## src/rtl/lmdb_pkg.sv

```systemverilog
// shared types, constants and helpers for the label map disk brush
package lmdb_pkg;

    localparam int MAX_COLS   = 1024;
    localparam int MAX_ROWS   = 1024;
    localparam int COL_W      = $clog2(MAX_COLS);
    localparam int ROW_W      = $clog2(MAX_ROWS);
    localparam int ADDR_W     = ROW_W + COL_W;
    localparam int MEM_DEPTH  = MAX_ROWS * (1 << COL_W);
    localparam int DIM_W      = 11;
    localparam int POS_W      = 10;
    localparam int RAD_W      = 11;
    localparam int SQ_W       = 2 * RAD_W;
    localparam int CRD_W      = RAD_W + 1;
    localparam int LABEL_W    = 8;
    localparam int ROOT_STEPS = RAD_W;
    localparam int STEP_W     = $clog2(ROOT_STEPS + 1);
    localparam int COLS_RESET = (MAX_COLS < 1024) ? MAX_COLS : 1024;
    localparam int ROWS_RESET = (MAX_ROWS < 1024) ? MAX_ROWS : 1024;

    localparam logic REG_IMAGE_COLS = 1'b0;
    localparam logic REG_IMAGE_ROWS = 1'b1;

    typedef enum logic [1:0] {
        OP_STAMP = 2'd0,
        OP_CLASS = 2'd1,
        OP_CLEAR = 2'd2,
        OP_READ  = 2'd3
    } lmdb_op_t;

    typedef enum logic [3:0] {
        ST_IDLE,
        ST_SWEEP,
        ST_READ_ISSUE,
        ST_READ_CAPTURE,
        ST_STAMP_INIT,
        ST_ROW_MUL,
        ST_ROW_ROOT_START,
        ST_ROW_ROOT,
        ST_ROW_SPAN,
        ST_CLASS_ROW,
        ST_CLASS_SPAN,
        ST_RESULT
    } lmdb_state_t;

    typedef struct packed {
        logic               re;
        logic [ADDR_W-1:0]  raddr;
        logic               we;
        logic [ADDR_W-1:0]  waddr;
        logic [LABEL_W-1:0] wdata;
    } lmdb_ram_req_t;

    typedef struct packed {
        logic [ROW_W-1:0]   y;
        logic [COL_W-1:0]   x_lo;
        logic [COL_W-1:0]   x_hi;
        logic [LABEL_W-1:0] match_label;
        logic [LABEL_W-1:0] write_label;
        logic               write_all;
    } lmdb_span_cmd_t;

    function automatic logic [DIM_W-1:0] clamp_dim(input logic [DIM_W-1:0] v, input int maxv);
        logic [DIM_W-1:0] res;
        res = v;
        if (v == '0)
            res = DIM_W'(1);
        else if (int'(v) > maxv)
            res = DIM_W'(maxv);
        return res;
    endfunction

endpackage

```

## src/rtl/lmdb_span.sv

```systemverilog
// row span walker: pipelined read-modify-write of one pixel per cycle
module lmdb_span (
    input  logic                            clk,
    input  logic                            rst_n,
    input  logic                            start,
    input  lmdb_pkg::lmdb_span_cmd_t        cmd,
    input  logic [lmdb_pkg::LABEL_W-1:0]    ram_rdata,
    output logic                            busy,
    output lmdb_pkg::lmdb_ram_req_t         req
);

    lmdb_pkg::lmdb_span_cmd_t   cmd_reg;
    logic [lmdb_pkg::COL_W-1:0] x_reg;
    logic [lmdb_pkg::COL_W-1:0] wr_x_reg;
    logic                       act_reg;
    logic                       wr_vld_reg;

    assign busy = act_reg || wr_vld_reg;

    always_comb
    begin
        req.re    = act_reg;
        req.raddr = {cmd_reg.y, x_reg};
        req.we    = wr_vld_reg && (cmd_reg.write_all || (ram_rdata == cmd_reg.match_label));
        req.waddr = {cmd_reg.y, wr_x_reg};
        req.wdata = cmd_reg.write_label;
    end

    always_ff @(posedge clk or negedge rst_n)
    begin
        if (!rst_n)
        begin
            act_reg    <= 1'b0;
            wr_vld_reg <= 1'b0;
        end
        else
        begin
            wr_vld_reg <= act_reg;
            if (start)
            begin
                act_reg <= 1'b1;
            end
            else if (act_reg && (x_reg == cmd_reg.x_hi))
            begin
                act_reg <= 1'b0;
            end
        end
    end

    always_ff @(posedge clk)
    begin
        wr_x_reg <= x_reg;
        if (start)
        begin
            cmd_reg <= cmd;
            x_reg   <= cmd.x_lo;
        end
        else if (act_reg)
        begin
            x_reg <= x_reg + lmdb_pkg::COL_W'(1);
        end
    end

endmodule

```

## config.mk

```make
export PLATFORM = sky130hd
export DESIGN_NAME = lmdb_span
export DESIGN_NICKNAME = d
export VERILOG_FILES = /design/src/rtl/lmdb_pkg.sv /design/src/rtl/lmdb_span.sv
export SDC_FILE = /design/constraint.sdc
export NUM_CORES = 1
export LEC_CHECK = 0
export BUFFER_PORTS_ARGS = -buffer_cell sky130_fd_sc_hd__buf_2
export CAP_MARGIN = 20
export CELL_PAD_IN_SITES_DETAIL_PLACEMENT = 2
export CELL_PAD_IN_SITES_GLOBAL_PLACEMENT = 2
export CORE_UTILIZATION = 26
export CTS_CLUSTER_SIZE = 20
export DETAILED_ROUTE_END_ITERATION = 8
export PLACE_DENSITY_LB_ADDON = 0.25
export SKIP_CTS_REPAIR_TIMING = 1
export SYNTH_ARGS = -nofsm -noshare
export SYNTH_HDL_FRONTEND = slang
export SYNTH_SLANG_ARGS = --single-unit
```

## constraint.sdc

```tcl
create_clock -name clk -period 1.43 [get_ports clk]
set_input_delay 0.286 -clock clk [delete_from_list [all_inputs] [get_ports clk]]
set_output_delay 0.286 -clock clk [all_outputs]
set_load 0.1 [all_outputs]
```

# Yosys cells after proc, flatten, opt, wreduce, memory -nomap -nowiden
# Cells that the tools add are included.
# classes
addsub,1
eq_ne,2
muxes,4
reduce_logical,6
# ops
operator,count
two-way mux 10 bit,2
"adder 10 x 1 -> 10 bit, second input constant",1
equality test 10 bit,1
equality test 8 bit,1
nonzero test 2 bit,2
logical AND 1 bit,2
logical OR 1 bit,2
two-way mux 1 bit,2
# totals
ff_bits,59
in_bits,58
out_inout_bits,51
word_cells,22

# Depth between registers and ports, before layout
# logic_depth
depth_word,4
depth_mapped,4
ltp_nobuf,4

# Worst setup path after synthesis
# Ideal clock, no wire load.
# synth_path
kind,flip-flop to output port
startpoint,register cmd_reg[10] in the netlist's numbering
endpoint,output req[28] in the netlist's numbering
arrival_time_ps,2214
required_ps,1144
setup_slack_ps,-1070
path_stages_with_launch,5
path_buffers,0
cell_sequence,edfxtp_1 > xor2_1 > nor4_1 > a21oi_1 > nor2b_1
# synth_rtl
element,line,text
"start, declared",lmdb_span.sv:12,lmdb_pkg::lmdb_span_cmd_t cmd_reg;
"start signal, assigned",lmdb_span.sv:55,cmd_reg <= cmd;
"end, declared",lmdb_span.sv:9,output lmdb_pkg::lmdb_ram_req_t req

==> impl_metrics.csv <==
group,metric,value,unit
placed_design,numPortBuffers,108,
grt,antenna_found_initial,0,
logic_synthesis,cell_types_with_the_largest_area_share_after_synthesis,"sky130_fd_sc_hd__edfxtp_1 60%, sky130_fd_sc_hd__buf_4 9.3%, sky130_fd_sc_hd__dfxtp_1 8.5%, sky130_fd_sc_hd__xor2_1 7.5%, sky130_fd_sc_hd__xnor2_1 2.2%",
pwr,p_per_area,1610,nW/um2
logic_synthesis,post_synth_inst_count,155,
detailed_routing,drt_first_iter_violations,26,
logic_synthesis,mappedNetlistArea,2350,um2
cts,numClockSinks,59,
setup_path,timing_worst_setup_path_type,"flop to primary output",
grt,track_usage,12.4,%
detailed_routing,detail_route_antenna_nets,0,
grt,global_route.overflow_total,0,
sta,report.final.slew_viol_count,0,
floorplan,die_area,9410,um2
sta,final.setup.worst_slack,-0.492,ns
placed_design,post-place-cells,356,
sta,hold_violations,0,
sta,fmax,520,MHz
setup_path,critical-path-top-delay-family,"simple AND/OR/NAND/NOR gates",
sta,worst_pin_slew,0.508,ns
setup_path,timing.critical_path.from_type,"flop",
setup_path,critical_path_cell_sequence,"xor2_1, nor4_2, a21oi_1, nor2b_2, buf_12",
setup_path,crit_fanout,1,
floorplan,floorplan.initialDensity,26.9,%
final_layout,insertedDiodeCount,0,
detailed_routing,drt_wl_total,5740,um
cts,cts_tree,"yes",
logic_synthesis,postSynthRegisterBits,59,
logic_synthesis,synthDistinctLibCells,23,
logic_synthesis,yosysTopAreaCellShare,60.2,%
status,result_of_the_run,"finished, violations left",
detailed_routing,detail_route.first_pass.iterations,4,
logic_synthesis,mean_area_per_synthesized_cell,15.1,um2
final_layout,drive_above_1_share,60.3,%
logic_synthesis,synth.largest_area_cell,"sky130_fd_sc_hd__edfxtp_1",
detailed_routing,detail_route.vias_per_cell,4.18,
detailed_routing,wire_length_per_cell_after_detailed_routing,14.9,um
setup_path,critPathMaxStageDelay,0.38,ns
placed_design,place.gp.congestion,0.718,
status,violations,"negative setup slack",
setup_path,critical_path.n_buffers_inverters,1,
floorplan,die_h,97.0,um
setup_path,cp_data_required_time,1.14,ns
sta,fin_crit,1.92,ns
final_layout,final_design_area_no_fill,3550,um2
final_layout,number_of_nets_in_the_final_layout,331,
sta,timing.slew.headroom,66.4,%
cts,clock_tree.htree_level_count,3,
placed_design,placed_area,3100,um2
floorplan,total_number_of_placement_rows,34,
logic_synthesis,ys_seq_area_share,70.8,%
placed_design,hpwl,4230,um
sta,rsz0062_at_grt,"yes",
detailed_routing,route.detailed.drc,0,
grt,grt_first_pass_wirelength,8710,um
grt,number_of_global_route_vias_before_repair,1681,
final_layout,layout.cells.most_common,"sky130_fd_sc_hd__buf_2",
min_path,min_path_type,"input port to flop",
final_layout,layoutNonFillerInstCount,385,
sta,post-route-period-util,134,%
pwr,power_leakage,0.00152,uW
cts,cts_made_buffers,9,
setup_path,critical_path.slowest_cell,"sky130_fd_sc_hd__edfxtp_1",
grt,grt_max_degree,27,
sta,timing.final.setup_violations,9,
logic_synthesis,ys_warn_count,0,
setup_path,critical_path.endpoint_type,"primary output",
cts,clock_insertion_delay_worst_skew,0.33,ns
pwr,power.ir.vdd_worst,0.819,mV
cts,clk_pin_slew,0.07,ns
sta,fin_skew,0.0115,ns
floorplan,io_pins,109,
detailed_routing,routed-via-count,1610,
cts,ctsRootBufferMaster,"sky130_fd_sc_hd__clkbuf_8",
flow_run,number_of_max_capacitance_violations_reported,0,
logic_synthesis,postSynthNetCount,214,
floorplan,die_width,97.0,um
cts,cts_max_path_buffers,2,
setup_path,critPathArrivalTime,1.64,ns
floorplan,placeable_area,8720,um2
final_layout,most_used_cells_in_the_layout_excluding_fill_and_tap_cells,"92 x sky130_fd_sc_hd__buf_2, 47 x sky130_fd_sc_hd__edfxtp_1, 20 x sky130_fd_sc_hd__xor2_1",
final_layout,flip_flop_count_of_the_largest_register_after_layout,19,
final_layout,syn2layout_area_growth,51.1,%
## cell type report
type / instances / area [um2]
fillers: 897 / 5170
clock buffers: 12 / 155
well taps: 108 / 135
multi-input cells: 65 / 524
repair buffers: 137 / 997
flip-flops and latches: 59 / 1660
clock inverters: 4 / 72.6
## worst register-to-register path, cell delays in order, from the launching register on
cell and delay (ns):
sky130_fd_sc_hd__edfxtp_1 0.51, sky130_fd_sc_hd__buf_6 0.18, sky130_fd_sc_hd__ha_4 0.16, sky130_fd_sc_hd__buf_4 0.14, sky130_fd_sc_hd__xnor2_2 0.14, sky130_fd_sc_hd__o21ai_1 0.07
## power breakdown
part	internal, uW	switching [uW]	total [uW]
logic	515	1340	1860
clock network	1070	658	1730
registers	2030	81.2	2110
## cells in the mapped netlist (all sizes together)
master   n
a21boi   1
and4     1
nand3    3
buf     30
or2      2
edfxtp  47
mux2     2
o21ai    8
dfxtp   10
xor2    20
clkbuf   1
a21oi    1
nand4    4
nor4     4
nor2b    1
nand2    9
xnor2    6
and3     2
dfrtp    2
ha       1
## cells by family (layout without fill, tap and decap cells)
kind of cell               Yosys count  in the layout  synth area share [%]
xor gates and xnor gates            26             26                  9.71
adders and majority gates            1              1                 0.533
muxes                                2              2                 0.960
AOI/OAI and AO/OA                   10             10                  2.24
buffers and inverters               31            153                  9.65
DFF                                 59             59                  70.8
and+or+nand+nor                     26             26                  6.08
## final timing paths
path / start / endpoint / slack (ns) / cells past startpoint
max: cmd_reg[10] / req[28] / -0.49 / 5
min: cmd[25] / cmd_reg[25] / 0.13 / 1
max reg2reg: x_reg[0] / x_reg[2] / -0.03 / 5
min reg2reg: act_reg / wr_vld_reg / 0.43 / 0
max in group asynchronous: rst_n / act_reg / 1.05 / 2
min in group asynchronous: rst_n / wr_vld_reg / 0.29 / 2
## per-layer routing
layer  GRT usage (%)  routed length [um]
met3            3.61                 361
met1            14.3                2330
met4            6.20                  99
met5               0                   0
met2            21.0                2950
## per-stage QoR
stage | setup TNS, ns | power (uW) | setup slack, ns | hold slack (ns) | utilization, %
after detailed placement | -0.252 | 3880 | -0.225 | 0.0748 | 35.5
after floorplan | -5.68 | 3430 | -0.814 | -0.00959 | -
after global placement | -0.191 | 3860 | -0.191 | 0.0737 | 35.5
after CTS | -1.18 | 5640 | -0.597 | -0.289 | 38.1
after global routing | -1.35 | 5940 | -0.586 | 0.105 | 40.7
final | -0.643 | 5700 | -0.492 | 0.127 | 40.7
No activity file was read; power rests on OpenSTA's default activity.
