--- src/rtl/lmdb_pkg.sv ---
// shared types, constants and helpers for the label map disk brush
package lmdb_pkg;

    localparam int MAX_COLS   = 1024;
    localparam int MAX_ROWS   = 1024;
    localparam int COL_W      = $clog2(MAX_COLS);
    localparam int ROW_W      = $clog2(MAX_ROWS);
    localparam int ADDR_W     = ROW_W + COL_W;
    localparam int MEM_DEPTH  = MAX_ROWS * (1 << COL_W);
    localparam int DIM_W      = 11;
    localparam int POS_W      = 10;
    localparam int RAD_W      = 11;
    localparam int SQ_W       = 2 * RAD_W;
    localparam int CRD_W      = RAD_W + 1;
    localparam int LABEL_W    = 8;
    localparam int ROOT_STEPS = RAD_W;
    localparam int STEP_W     = $clog2(ROOT_STEPS + 1);
    localparam int COLS_RESET = (MAX_COLS < 1024) ? MAX_COLS : 1024;
    localparam int ROWS_RESET = (MAX_ROWS < 1024) ? MAX_ROWS : 1024;

    localparam logic REG_IMAGE_COLS = 1'b0;
    localparam logic REG_IMAGE_ROWS = 1'b1;

    typedef enum logic [1:0] {
        OP_STAMP = 2'd0,
        OP_CLASS = 2'd1,
        OP_CLEAR = 2'd2,
        OP_READ  = 2'd3
    } lmdb_op_t;

    typedef enum logic [3:0] {
        ST_IDLE,
        ST_SWEEP,
        ST_READ_ISSUE,
        ST_READ_CAPTURE,
        ST_STAMP_INIT,
        ST_ROW_MUL,
        ST_ROW_ROOT_START,
        ST_ROW_ROOT,
        ST_ROW_SPAN,
        ST_CLASS_ROW,
        ST_CLASS_SPAN,
        ST_RESULT
    } lmdb_state_t;

    typedef struct packed {
        logic               re;
        logic [ADDR_W-1:0]  raddr;
        logic               we;
        logic [ADDR_W-1:0]  waddr;
        logic [LABEL_W-1:0] wdata;
    } lmdb_ram_req_t;

    typedef struct packed {
        logic [ROW_W-1:0]   y;
        logic [COL_W-1:0]   x_lo;
        logic [COL_W-1:0]   x_hi;
        logic [LABEL_W-1:0] match_label;
        logic [LABEL_W-1:0] write_label;
        logic               write_all;
    } lmdb_span_cmd_t;

    function automatic logic [DIM_W-1:0] clamp_dim(input logic [DIM_W-1:0] v, input int maxv);
        logic [DIM_W-1:0] res;
        res = v;
        if (v == '0)
            res = DIM_W'(1);
        else if (int'(v) > maxv)
            res = DIM_W'(maxv);
        return res;
    endfunction

endpackage

--- src/rtl/lmdb_isqrt.sv ---
// iterative integer floor square root, one bit pair per cycle
module lmdb_isqrt (
    input  logic                          clk,
    input  logic                          rst_n,
    input  logic                          start,
    input  logic [lmdb_pkg::SQ_W-1:0]     value,
    output logic                          busy,
    output logic [lmdb_pkg::RAD_W-1:0]    root
);

    logic [lmdb_pkg::SQ_W-1:0]   v_reg, v_next;
    logic [lmdb_pkg::SQ_W-1:0]   res_reg, res_next;
    logic [lmdb_pkg::SQ_W-1:0]   bit_reg, bit_next;
    logic [lmdb_pkg::STEP_W-1:0] cnt_reg, cnt_next;
    logic [lmdb_pkg::SQ_W:0]     trial;

    assign busy = (cnt_reg != '0);
    assign root = res_reg[lmdb_pkg::RAD_W-1:0];

    always_comb
    begin
        trial    = {1'b0, res_reg} + {1'b0, bit_reg};
        v_next   = v_reg;
        res_next = res_reg;
        bit_next = bit_reg;
        cnt_next = cnt_reg;
        if (start)
        begin
            v_next   = value;
            res_next = '0;
            bit_next = lmdb_pkg::SQ_W'(1) << (2 * (lmdb_pkg::RAD_W - 1));
            cnt_next = lmdb_pkg::STEP_W'(lmdb_pkg::ROOT_STEPS);
        end
        else if (busy)
        begin
            if ({1'b0, v_reg} >= trial)
            begin
                v_next   = v_reg - trial[lmdb_pkg::SQ_W-1:0];
                res_next = (res_reg >> 1) + bit_reg;
            end
            else
            begin
                res_next = res_reg >> 1;
            end
            bit_next = bit_reg >> 2;
            cnt_next = cnt_reg - lmdb_pkg::STEP_W'(1);
        end
    end

    always_ff @(posedge clk or negedge rst_n)
    begin
        if (!rst_n)
        begin
            cnt_reg <= '0;
        end
        else
        begin
            cnt_reg <= cnt_next;
        end
    end

    always_ff @(posedge clk)
    begin
        v_reg   <= v_next;
        res_reg <= res_next;
        bit_reg <= bit_next;
    end

endmodule

--- config.mk ---
export PLATFORM = sky130hd
export DESIGN_NAME = lmdb_isqrt
export DESIGN_NICKNAME = d
export VERILOG_FILES = /design/src/rtl/lmdb_pkg.sv /design/src/rtl/lmdb_isqrt.sv
export SDC_FILE = /design/constraint.sdc
export NUM_CORES = 1
export LEC_CHECK = 0
export BUFFER_PORTS_ARGS = -buffer_cell sky130_fd_sc_hd__buf_4
export CAP_MARGIN = 10
export CORE_MARGIN = 3
export CORE_UTILIZATION = 35
export CTS_CLUSTER_DIAMETER = 40
export DETAILED_ROUTE_END_ITERATION = 16
export PLACE_DENSITY_LB_ADDON = 0.1
export SLEW_MARGIN = 10
export SYNTH_ARGS = -nofsm -noshare
export SYNTH_HDL_FRONTEND = slang
export SYNTH_SLANG_ARGS = --single-unit
export TNS_END_PERCENT = 100
--- constraint.sdc ---
create_clock -name clk -period 7.35 [get_ports clk]
set_clock_uncertainty 0.05 [all_clocks]
set_input_delay 0.3675 -clock clk [delete_from_list [all_inputs] [get_ports clk]]
set_output_delay 0.3675 -clock clk [all_outputs]
set_load 0.02 [all_outputs]
# After elaboration in Yosys (flattened, before gate mapping)
# Cells that the tools add are included.
# Widths: inputs -> output; s select.
[totals] register_bits=59 inputBits=25 output_inout_bits=12 elab_cells=19
[classes] addsub=4 magnitude_cmp=1 n_mux=6 reduce_logical=4
[op_table] cell="$mux 22" n=4
[op_table] cell="$add 22x21->23" n=1
[op_table] cell="$ge 22x23->1" n=1
[op_table] cell="$add 21x21->22" n=1
[op_table] cell="$sub 22x22->22" n=1
[op_table] cell="$mux 4" n=2
[op_table] cell="$reduce_bool 2->1" n=2
[op_table] cell="$reduce_bool 4->1" n=1
[op_table] cell="$sub 4x1->4 const B" n=1
[op_table] cell="$reduce_and 2->1" n=1

# Longest topological paths before layout
[logic_depth] word_depth=5 mapped_depth=20 mapped_depth_nobuf=18

# Worst setup path after synthesis
# Ideal clock, no wire load.
[synth_path] kind="register to register" startpoint="register res_reg[2] (netlist bit)" endpoint="register v_reg[0] (netlist bit) (enable)" setup_time_ns=0.432 arrival_time_ns=5.218 t_required_ns=6.868 path_slack_ns=1.650 path_stages_with_launch=18 path_cell_list="dfxtp_1 > ha_1 > a31oi_1 > o21ba_2 > o21bai_1 > a211oi_1 > o21ba_2 > xor2_1 > ha_1 > and4_1 > nand4_1 > or3_1 > o311a_1 > a31oi_4 > o21ai_2 > buf_6 > buf_6 > o21ai_0"
[synth_via] elab_chain_len=4
[synth_lines] element="start: declaration" line_no="lmdb_isqrt.sv:12" text="logic [lmdb_pkg::SQ_W-1:0] res_reg, res_next;"
[synth_lines] element="start signal: assignment" line_no="lmdb_isqrt.sv:65" text="res_reg <= res_next;"
[synth_lines] element="$add 22x21->23" line_no="lmdb_isqrt.sv:22" text="trial = {1'b0, res_reg} + {1'b0, bit_reg};"
[synth_lines] element="$ge 22x23->1" line_no="lmdb_isqrt.sv:36" text="if ({1'b0, v_reg} >= trial)"
[synth_lines] element="$reduce_bool 2->1 (no line)"
[synth_lines] element="$reduce_and 2->1 (no line)"
[synth_lines] element="end signal: assignment" line_no="lmdb_isqrt.sv:64" text="v_reg <= v_next;"
[synth_lines] element="end: declaration" line_no="lmdb_isqrt.sv:11" text="logic [lmdb_pkg::SQ_W-1:0] v_reg, v_next;"
# Every way passes these cells.
# A chain may end at the register's enable or synchronous reset.

# Final worst setup path
[layout_path] startpoint="register res_reg[2] (netlist bit)" endpoint="register v_reg[19] (netlist bit) (enable)"
# The elaborated chain is that of the path after synthesis.

==> summary.txt <==
Outcome
  – Outcome: finished, final reports clean

GRT
  – Vias in the first global route: 3858
  – Antenna violations before repair: 0
  – Largest net degree at the start of global routing: 74
  – First-pass GRT wire length: 19.6 mm
  – Tot GR Track Use: 16.5%
  – Gr ovfl total: 0

Power
  – Peak VDD IR: 0.132 mV
  – Leakage power total: 2.17 nW
  – Pwr/cell area: 343 mW/mm^2

Setup path
  – Top delay family on crit path: compound AO/OA/AOI/OAI gates
  – Critical path class: register to register
  – Reg-to-reg slack, setup: 2.39 ns
  – Worst EP arrival: 4.91 ns
  – Worst path bufs/invs: 2
  – Critical Path RT: 7.31 ns
  – Peak fanout along the critical path: 30
  – Worst path slowest cell: a211oi_1
  – Largest stage delay on the critical path: 0.45 ns
  – Crit end category: register
  – Cells along the critical path: ha_1 -> a31oi_1 -> o21ba_2 -> o21bai_1 -> a211oi_1 -> o21ai_0 -> a31o_2 -> xnor2_1 -> ha_1 -> and2_1 -> nand2_1 -> nor4_1 -> nor2_1 -> a31oi_4 -> o21ai_2 -> buf_4 -> o21ai_2 -> buf_4
  – Crit start category: register

CTS
  – Clock network latency to the later pin of the worst-skew pair: 0.34 ns
  – # clock sinks: 59
  – TritonCTS clock tree: yes
  – H-Tree Level Count: 3
  – Clock Path Buffers: 2
  – Root buffer cell: clkbuf_16
  – CTS Buf Count: 9
  – Reg clk slew, reported paths: 0.05 ns

Detailed routing
  – Avg WL per Cell: 15.6 um
  – Via/cell ratio: 5.38
  – DRT iter0 DRCs: 247
  – Post-Route WL: 12.1 mm
  – Initial DRT Pass Iterations: 4
  – Via count: 4169
  – Antenna Violating Nets Remaining: 0
  – DRC: 0

Synth
  – Post-Syn Instances: 577
  – Top_reg_cell synth: dfxtp_1
  – Area of the mapped netlist: 0.00486 sq mm
  – Syn Area/Cell: 8.42 sq um
  – #FFs+latches synth: 59
  – Yosys top cell by area: dfxtp_1
  – Syn Nets: 651
  – Post-synth EDFFs: 22
  – Yosys warning count: 0
  – Async SR Flop Fraction: 6.78%
  – Sequential element share of the synthesized area: 29.2%
  – Share of the synthesized area in the top cell type: 13.6%
  – Ranking of synthesized cells by area: dfxtp_1 14%, edfxtp_1 14%, ha_1 12%, nand2_1 5.9%, xnor2_1 4.1%
  – Netlist cell types: 62

STA
  – Worst-margin pin slew: 0.802 ns
  – FMAX: 202 MHz
  – Max-Slew Margin vs Limit: 45.1%
  – Hold Vio Cnt, Final: 0
  – Fin Setup TNS: 0 ns
  – RSZ-0062 raised after global routing: no
  – Tmin final: 4.96 ns
  – Final setup viols: 0
  – Worst setup margin: 2.39 ns
  – Final period util: 67.5%
  – Slew Viols, Final: 0
  – Hold slack: 0.263 ns

Layout
  – Most common cell after layout, fill and taps aside: nand2_1
  – FILL cells: 1347
  – Final Non-Filler Cells: 775
  – N_diodes: 0
  – # nets final: 668
  – Area delta synth->final: 13.2%
  – Layout Utilization: 41.1%
  – Share of post-route cells with drive strength above 1: 12.4%
  – Most frequent cells in the layout: 77 x nand2_1, 48 x ha_1, 39 x o21ai_0, 39 x buf_4

Floorplanning
  – Cell Rows: 42
  – Top Ports: 37
  – Initial Utilization: 36.3%
  – Die W: 124 um
  – Die ar.: 0.0153 sq mm
  – Die height: 124 um
  – Area of the core: 0.0134 sq mm

Placed design
  – Post-DP HPWL: 8.97 mm
  – Placer Congestion: 0.897
  – Placed Cells: 758
  – Post-place setup slack: 2.39 ns
  – Port bufs: 36

Flow run
  – Max-Cap Viols: 0

Hold path
  – Hold Path Class: primary input to register
==> metrics by stage <==
step / total power [W] / cell area (sq um)
finish: 0.00189 / 5500
CTS: 0.00190 / 5500
global route: 0.00204 / 5500
detailed placement: 0.00147 / 5190
global placement: 0.00147 / 5190
floorplan: 0.00127 / 4860
==> kinds of logic (layout without fill, tap and decap cells) <==
| family | after synthesis | count (layout) | share of synthesized area, % |
|---|---|---|---|
| xor gates and xnor gates | 43 | 43 | 7.75 |
| DFF | 59 | 59 | 29.2 |
| buffers and inverters | 56 | 78 | 5.53 |
| and+or+nand+nor | 174 | 174 | 16.4 |
| muxes | 16 | 16 | 3.42 |
| adders and majority gates | 49 | 49 | 12.8 |
| AOI/OAI and AO/OA | 180 | 180 | 24.8 |
==> synthesized netlist by cell type, drive strengths merged (4+ instances only) <==
| cell | instances |
|---|---|
| o21a | 5 |
| nor3 | 11 |
| and2 | 4 |
| clkbuf | 17 |
| dfxtp | 33 |
| ha | 48 |
| and3 | 5 |
| xor2 | 20 |
| o21bai | 5 |
| a21o | 9 |
| buf | 17 |
| a21oi | 38 |
| a221oi | 5 |
| edfxtp | 22 |
| nand2 | 77 |
| xnor2 | 23 |
| a31oi | 16 |
| or3 | 6 |
| a211oi | 11 |
| nand3 | 4 |
| mux2 | 5 |
| nor2 | 38 |
| mux2i | 11 |
| inv | 22 |
| nand2b | 4 |
| a311oi | 5 |
| a21boi | 4 |
| o211ai | 4 |
| dfrtp | 4 |
| o31ai | 12 |
| o22ai | 5 |
| nor2b | 5 |
| o21ai | 41 |
| nand4 | 8 |
==> layout make-up <==
cell class              instances  area, sq um  share of cell area (%)
multi-input cells             462         3170                    57.7
flip-flops and latches         59         1420                    25.8
repair buffers                 40          303                    5.50
clock buffers                  13          282                    5.12
well taps                     176          220                    4.00
inverters                      22         82.6                    1.50
clock inverters                 3         18.8                   0.341
==> per-layer routing <==
layer	up-vias	global-route usage, %	part of all wire (%)
li1	2152	-	-
met2	65	25.9	46
met1	1937	22.6	50
met4	0	6.57	1.9
met3	15	2.63	2.9
met5	-	0	0
==> path summary, 6_finish.rpt <==
path                       cells after the start               startpoint                      to
max                                           18  res_reg[2]$_SDFFE_PP0P_     v_reg[19]$_DFFE_PP_
min                                            3                value[12]     v_reg[12]$_DFFE_PP_
max reg2reg                                   18  res_reg[2]$_SDFFE_PP0P_     v_reg[19]$_DFFE_PP_
min reg2reg                                    1   cnt_reg[3]$_DFFE_PN0P_  cnt_reg[3]$_DFFE_PN0P_
max in group asynchronous                      2                    rst_n  cnt_reg[3]$_DFFE_PN0P_
min in group asynchronous                      2                    rst_n  cnt_reg[1]$_DFFE_PN0P_
==> repair_timing <==
item,CTS,global route
gates resized for setup,0,0
buffers inserted,0,0
endpoints found under the hold margin,4,0
hold buffers,1,0
==> worst min-delay path, cell delays in order <==
cell     delay, ns
buf_4         0.08
nand2_1       0.04
o31ai_1       0.05
==> power breakdown <==
group	internal, W	leakage, nW	switching, W
logic	0.000402	1.48	0.000556
registers	0.000456	0.539	0.0000522
clock network	0.000266	0.151	0.000153
total	0.00112	2.17	0.000762
(Power assumes the default switching activity.)
